<file path="src/hdl/llv_pkg.sv">
package llv_pkg;

  localparam int ATOM_SLOTS = 1024;
  localparam int FRAC_BITS  = 24;
  localparam int Q_W        = 40;
  localparam int SLOT_W     = 10;
  localparam int ADDR_W     = $clog2(ATOM_SLOTS);
  localparam int CFG_IDX_W  = 3;
  localparam int REQ_W      = 2;

  typedef logic signed [Q_W-1:0]   q_t;
  typedef logic signed [Q_W+1:0]   qw_t;
  typedef logic [Q_W-2:0]          ucfg_t;

  typedef struct packed {
    logic sat;
    q_t   val;
  } qres_t;

  localparam logic [REQ_W-1:0] REQ_FORCE      = 2'd0;
  localparam logic [REQ_W-1:0] REQ_KICK_DRIFT = 2'd1;
  localparam logic [REQ_W-1:0] REQ_FINAL_KICK = 2'd2;

  typedef enum logic [CFG_IDX_W-1:0] {
    REG_WALL_MODE,
    REG_K_CONFINE,
    REG_CHEM_POTENTIAL,
    REG_FRICTION,
    REG_NOISE_SCALE,
    REG_KICK_GAIN,
    REG_DRIFT_STEP,
    REG_HALF_MASS
  } reg_idx_t;

  // K_NONE: outside group or unknown request, result is all zero
  typedef enum logic [2:0] {
    K_NONE,
    K_DW,
    K_WALL,
    K_KICK1,
    K_KICK2
  } kind_t;

  localparam q_t  Q_MAX = q_t'({1'b0, {(Q_W-1){1'b1}}});
  localparam q_t  Q_MIN = q_t'({1'b1, {(Q_W-1){1'b0}}});
  localparam qw_t ONE_W = qw_t'({{(Q_W+1){1'b0}}, 1'b1} << FRAC_BITS);

  function automatic qw_t wq(input q_t a);
    return (Q_W+2)'(a);
  endfunction

  function automatic q_t ucfg(input ucfg_t u);
    return q_t'({1'b0, u});
  endfunction

  function automatic qres_t qclip(input qw_t x);
    qres_t r;
    r.sat = 1'b0;
    r.val = x[Q_W-1:0];
    if (x > wq(Q_MAX)) begin
      r.sat = 1'b1;
      r.val = Q_MAX;
    end else if (x < wq(Q_MIN)) begin
      r.sat = 1'b1;
      r.val = Q_MIN;
    end
    return r;
  endfunction

  function automatic qres_t qadd(input q_t a, input q_t b);
    return qclip(wq(a) + wq(b));
  endfunction

  function automatic qres_t qsub(input q_t a, input q_t b);
    return qclip(wq(a) - wq(b));
  endfunction

  function automatic qres_t qneg2(input q_t a);
    return qclip(-(wq(a) <<< 1));
  endfunction

endpackage

</file>
<file path="src/hdl/llv_qmul.sv">
module llv_qmul (
  input  logic          clk,
  input  llv_pkg::q_t   a,
  input  llv_pkg::q_t   b,
  output llv_pkg::qres_t res
);
  import llv_pkg::*;

  localparam int H  = Q_W / 2;
  localparam int PW = 2 * Q_W;

  logic [Q_W-1:0] ua, ub;
  logic           neg;
  logic [2*H-1:0] pll, plh, phl, phh;
  logic [PW-1:0]  prod, mag, lim;
  logic [Q_W-1:0] mq;
  qres_t          res_next;

  always_comb begin
    ua = a[Q_W-1] ? -a : a;
    ub = b[Q_W-1] ? -b : b;
  end

  // stage 1: four partial products of the magnitudes
  always_ff @(posedge clk) begin
    neg <= a[Q_W-1] ^ b[Q_W-1];
    pll <= (2*H)'(ua[H-1:0]) * (2*H)'(ub[H-1:0]);
    plh <= (2*H)'(ua[H-1:0]) * (2*H)'(ub[Q_W-1:H]);
    phl <= (2*H)'(ua[Q_W-1:H]) * (2*H)'(ub[H-1:0]);
    phh <= (2*H)'(ua[Q_W-1:H]) * (2*H)'(ub[Q_W-1:H]);
  end

  // stage 2: combine, round half away from zero, clip, restore sign
  always_comb begin
    prod = {phh, pll} + (PW'(plh) << H) + (PW'(phl) << H)
         + (PW'(1) << (FRAC_BITS - 1));
    mag  = prod >> FRAC_BITS;
    lim  = neg ? (PW'(1) << (Q_W - 1)) : ((PW'(1) << (Q_W - 1)) - PW'(1));
    res_next.sat = 1'b0;
    if (mag > lim) begin
      res_next.sat = 1'b1;
      mq = lim[Q_W-1:0];
    end else begin
      mq = mag[Q_W-1:0];
    end
    res_next.val = neg ? -mq : mq;
  end

  always_ff @(posedge clk) begin
    res <= res_next;
  end

endmodule

</file>
<file path="config.mk">
export PLATFORM = sky130hd
export DESIGN_NAME = llv_qmul
export DESIGN_NICKNAME = d
export VERILOG_FILES = /design/src/hdl/llv_pkg.sv /design/src/hdl/llv_qmul.sv
export SDC_FILE = /design/constraint.sdc
export NUM_CORES = 2
export LEC_CHECK = 0
export ABC_CLOCK_PERIOD_IN_PS = 26600
export BUFFER_PORTS_ARGS = -buffer_cell sky130_fd_sc_hd__clkbuf_2
export CORE_ASPECT_RATIO = 0.8
export CORE_MARGIN = 3
export CORE_UTILIZATION = 51
export CTS_CLUSTER_SIZE = 30
export DETAILED_ROUTE_END_ITERATION = 6
export HOLD_SLACK_MARGIN = 0.02
export PLACE_DENSITY_LB_ADDON = 0.25
export SKIP_LAST_GASP = 1
export SYNTH_ARGS = -nofsm -noshare
export SYNTH_HDL_FRONTEND = slang
export SYNTH_SLANG_ARGS = --single-unit
</file>
<file path="constraint.sdc">
create_clock -name clk -period 26.6 [get_ports clk]
set_input_delay 5.32 -clock clk [delete_from_list [all_inputs] [get_ports clk]]
set_output_delay 5.32 -clock clk [all_outputs]
set_load 0.05 [all_outputs]
</file>
### Yosys cells after proc, flatten, opt, wreduce, memory -nomap -nowiden

Index checks and enable logic that the tools add are counted.

* add/subtract/negate cells: 6
* $mul: 4
* $lt $le $gt $ge: 1
* muxes and demuxes: 6
* bitwise logic cells: 1

Operator list (number)
* $mux W40: 5
* $add A80 B60 Y80: 2
* $mul A20 B20 Y40: 4
* $neg A40 Y40: 3
* $add A80 B24 Y80 const B: 1
* $gt A56 B40 Y1: 1
* $mux W1: 1
* $xor A1 B1 Y1: 1

* register bits: 202
* logic and storage cells: 25

### Longest topological paths before layout

* depth after elaboration: 7
* depth in mapped cells: 41
* mapped depth without buffers: 39

### Worst setup path before layout

No wires, ideal clock.

* path kind: input to register
* start point: in a[6]
* end point: reg phl[38]
* data arrival time: 15.176 ns
* data required time: 26.528 ns
* setup slack: 11.352 ns
* cell stages on the path: 39
* buffers on the path: 1
* cells stage by stage: or4_1 -> nor2_1 -> nand3_1 -> or4_1 -> nand2b_1 -> or3_1 -> or3_1 -> or4_1 -> or4_4 -> nand2_1 -> xnor2_1 -> clkbuf_1 -> nand2_1 -> fa_1 -> inv_1 -> fa_1 -> inv_1 -> fa_1 -> [3 not listed] -> fa_1 -> inv_1 -> fa_1 -> inv_1 -> ha_1 -> inv_1 -> o21bai_1 -> a21o_1 -> a21o_1 -> a21oi_1 -> o21ai_0 -> o31a_1 -> nor4_1 -> nor3_1 -> a221oi_1 -> a21oi_1 -> a41oi_1 -> xnor2_1

* word-level cells in the longest chain between the ends: 3

Ends and longest elaborated chain
* start, declared: line llv_qmul.sv:3 `input llv_pkg::q_t a,`
* $neg A40 Y40: line llv_qmul.sv:20 `ua = a[Q_W-1] ? -a : a;`
* $mux W40: line llv_qmul.sv:20
* $mul A20 B20 Y40: line llv_qmul.sv:29 `phl <= (2*H)'(ua[Q_W-1:H]) * (2*H)'(ub[H-1:0]);`
* end signal, assigned: line llv_qmul.sv:29
* end, declared: line llv_qmul.sv:14 `logic [2*H-1:0] pll, plh, phl, phh;`

Every way passes these cells.

### Worst setup path after layout

* start point: in a[7]
* end point: reg phh[38]

* word-level cells in the longest chain between the ends: 3

Ends and longest elaborated chain
* $neg A40 Y40: line llv_qmul.sv:20
* $mux W40: line llv_qmul.sv:20
* $mul A20 B20 Y40: line llv_qmul.sv:30 `phh <= (2*H)'(ua[Q_W-1:H]) * (2*H)'(ub[Q_W-1:H]);`
* end signal, assigned: line llv_qmul.sv:30
* end, declared: line llv_qmul.sv:14

Every way passes these cells.

==> flow_summary.ini <==
[route]
drt-initial-drc-count = 5395
vias_per_cell = 5.755
num_vias = 51930
drtPass1Iterations = 6
routed_wirelength_um = 211200
drcViolationCount = 0
avgRoutedWirePerCell_um = 23.41
ant_nets = 0

[critical_path]
max_stage_delay_ns = 0.80
startpoint = a[7]
slowest_stage = xor2_1
critPathArrivalTime_ns = 17.56
regToRegStartpoint = phl[5]
start_kind = input pin
required_ns = 27.03
endpoint_kind = register
crit_path_frequent_cell = fa_1
cp_max_fo = 8
crit_type = in -> reg

[finish]
fillCellCount = 11180
nNetsFinal = 9495
area_delta_synth_final_pct = 6.986
instances_no_fill = 9023
multiInputGateArea_um2 = 53300
final_layout_size_suffix_gt1_share_pct = 6.361
seqCellArea_um2 = 3647

[yosys]
synth_edf_count = 0
synthFlopType = dfxtp_1
synth-simple-area-share_pct = 15.06
synth-compound-area-share_pct = 7.213
synth_warnings = 0
synth_top_family_by_area = adder cells
synth_xor_area_share_pct = 4.322
synth-seq-cells = 182
synth_cell_type_count = 81
synth_async_sr_flop_share_pct = 0
syn_inst = 7379
synth_mux_area_share_pct = 0.2107
syn_avg_cell_area_um2 = 8.528
ys_seq_area_share_pct = 5.790
synthAdderAreaFrac_pct = 56.24
syn-num-nets = 9498
netlist_area_um2 = 62930

[job]
drv_cap = 0

[placed_design]
gp_congestion = 0.9892
dpl.cell_count = 8981
hpwl_um = 165700
io_buffer_count = 121

[cts]
post_cts_buffers = 0
clk_latency_ns = 0.53
htreeDepth = 4
clock-sinks = 182
cts_buffers = 17
cts_tree = built
cts_root_buf = clkbuf_16
cts_hold_buf = 0
clockBufferDepth = 2
path_clk_slew_ns = 0.08
cts_resized = 0

[sta]
hold_violations = 0
setup_tns_ns = 0
slew_viol_final = 0
min_period_over_period_pct = 64.42
worst_pin_slew_ns = 1.381
fin_crit_ns = 17.14
max_freq_mhz = 58.36
report.final.setup_viol = 0
rsz0062_at_grt = no
relSlewSlack_pct = 7.464
finClkSkew_ns = 0.03417

[die]
io_pins = 122
die_y_um = 320.2
dieArea_um2 = 127700
rows = 114
core_um2 = 121700
fp.dieW_um = 398.7
start_util_pct = 51.72

[worst_hold_path]
hold_path_startpoint = phh[23]
hold_class = reg -> reg

[global_route]
antenna_found_initial = 13
grt_pass1_vias = 53020
overflow = 0
grt_max_degree = 99
grt_first_pass_wirelength_um = 321100
grtUsageTotal_pct = 33.56

[run_status]
outcome = finished, final reports clean
-- logic make-up after synthesis --
kind of cell,count (synthesis)
compound gates,691
xor+xnor,308
fa+ha+maj,2038
buf+inv,1864
flops,182
mux,13
simple gates,2283
-- synthesized netlist by cell type (all sizes together) (25+ instances only) --
cell type	instances	area, µm²
o21bai	25	187.7
o21a	37	277.8
clkbuf	294	1104
nand3	60	300.3
inv	1555	5837
ha	720	9009
o31ai	29	245.2
and2	29	181.4
a21oi	205	1026
dfxtp	182	3643
nor2	900	3378
xor2	111	987.2
nand2	1015	3810
nand4	32	200.2
or3	36	225.2
a211oi	29	217.7
nor3	51	255.2
and3	30	187.7
fa	1318	26390
a21o	68	510.5
o21ai	131	663.1
xnor2	197	1733
-- placed cells by master, fill, tap and decap left out, types with 22 or more instances in the layout --
| cell type | n |
|---|---|
| and2_1 | 28 |
| xnor2_1 | 135 |
| ha_1 | 720 |
| nor2_1 | 900 |
| fa_1 | 1318 |
| o21a_1 | 37 |
| a211oi_1 | 29 |
| o31ai_1 | 27 |
| nand2_1 | 1015 |
| xor2_2 | 39 |
| nand3_1 | 60 |
| nand4_1 | 32 |
| o21bai_1 | 25 |
| clkbuf_2 | 121 |
| and3_1 | 30 |
| a31oi_1 | 22 |
| xor2_1 | 64 |
| or3_1 | 36 |
| a21o_1 | 68 |
| a21oi_1 | 205 |
| nor3_1 | 51 |
| dfxtp_1 | 181 |
| inv_1 | 1555 |
| buf_4 | 166 |
| o21ai_0 | 127 |
| xnor2_2 | 52 |
-- registers in the layout, summed over array words and instances (netlist names) --
signal and flops:
neg 1, phh 40, pll 20, plh 40
phl 40, res 41
-- through the flow --
stage / setup WS, ns / utilization [%] / cell area [µm²] / hold slack, ns
after detailed placement: 9.280 / 54.80 / 66670 / 0.9254
after floorplan: 11.35 / - / 62930 / 0.7385
after CTS: 9.786 / 55.32 / 67300 / 0.9237
final: 9.465 / 55.34 / 67330 / 0.9163
after global routing: 9.043 / 55.33 / 67320 / 0.9976
after global placement: 9.605 / 54.80 / 66670 / 0.9274
-- metal layers --
| metal | vias to the layer above | GRT usage [%] | wire, µm |
|---|---|---|---|
| met1 | 26020 | 46.51 | 85010 |
| met3 | 503 | 11.56 | 28250 |
| met4 | 8 | 13.55 | 10720 |
| met2 | 2924 | 48.06 | 87170 |
| met5 | - | 0 | 53 |
| li1 | 22470 | - | - |
-- final timing paths --
path / slack (ns) / to / cells after the start
setup / recovery: 9.46 / phh[38] / 37
hold / removal: 0.92 / res[39] / 4
setup reg to reg: 13.98 / res[38] / 41
hold reg to reg: 0.92 / res[39] / 4
-- area by class of cell --
type	count	area share (%)
antenna	10	0.03717
clock buffer	17	0.6318
clock inverter	15	0.3103
inverter	1555	8.669
multi-input combinational	5333	79.17
sequential	182	5.417
tap	1624	3.018
timing repair buffer	287	2.750
-- worst max-delay path: cells and delay by family --
kind,cells,cell delay [ns]
fa+ha+maj,8,3.82
xor+xnor,2,0.93
compound gates,9,2.14
buf+inv,5,0.37
simple gates,13,4.96
Power is not shown: default switching activity piles up to over one toggle a cycle in this logic, so the estimate is an artifact.
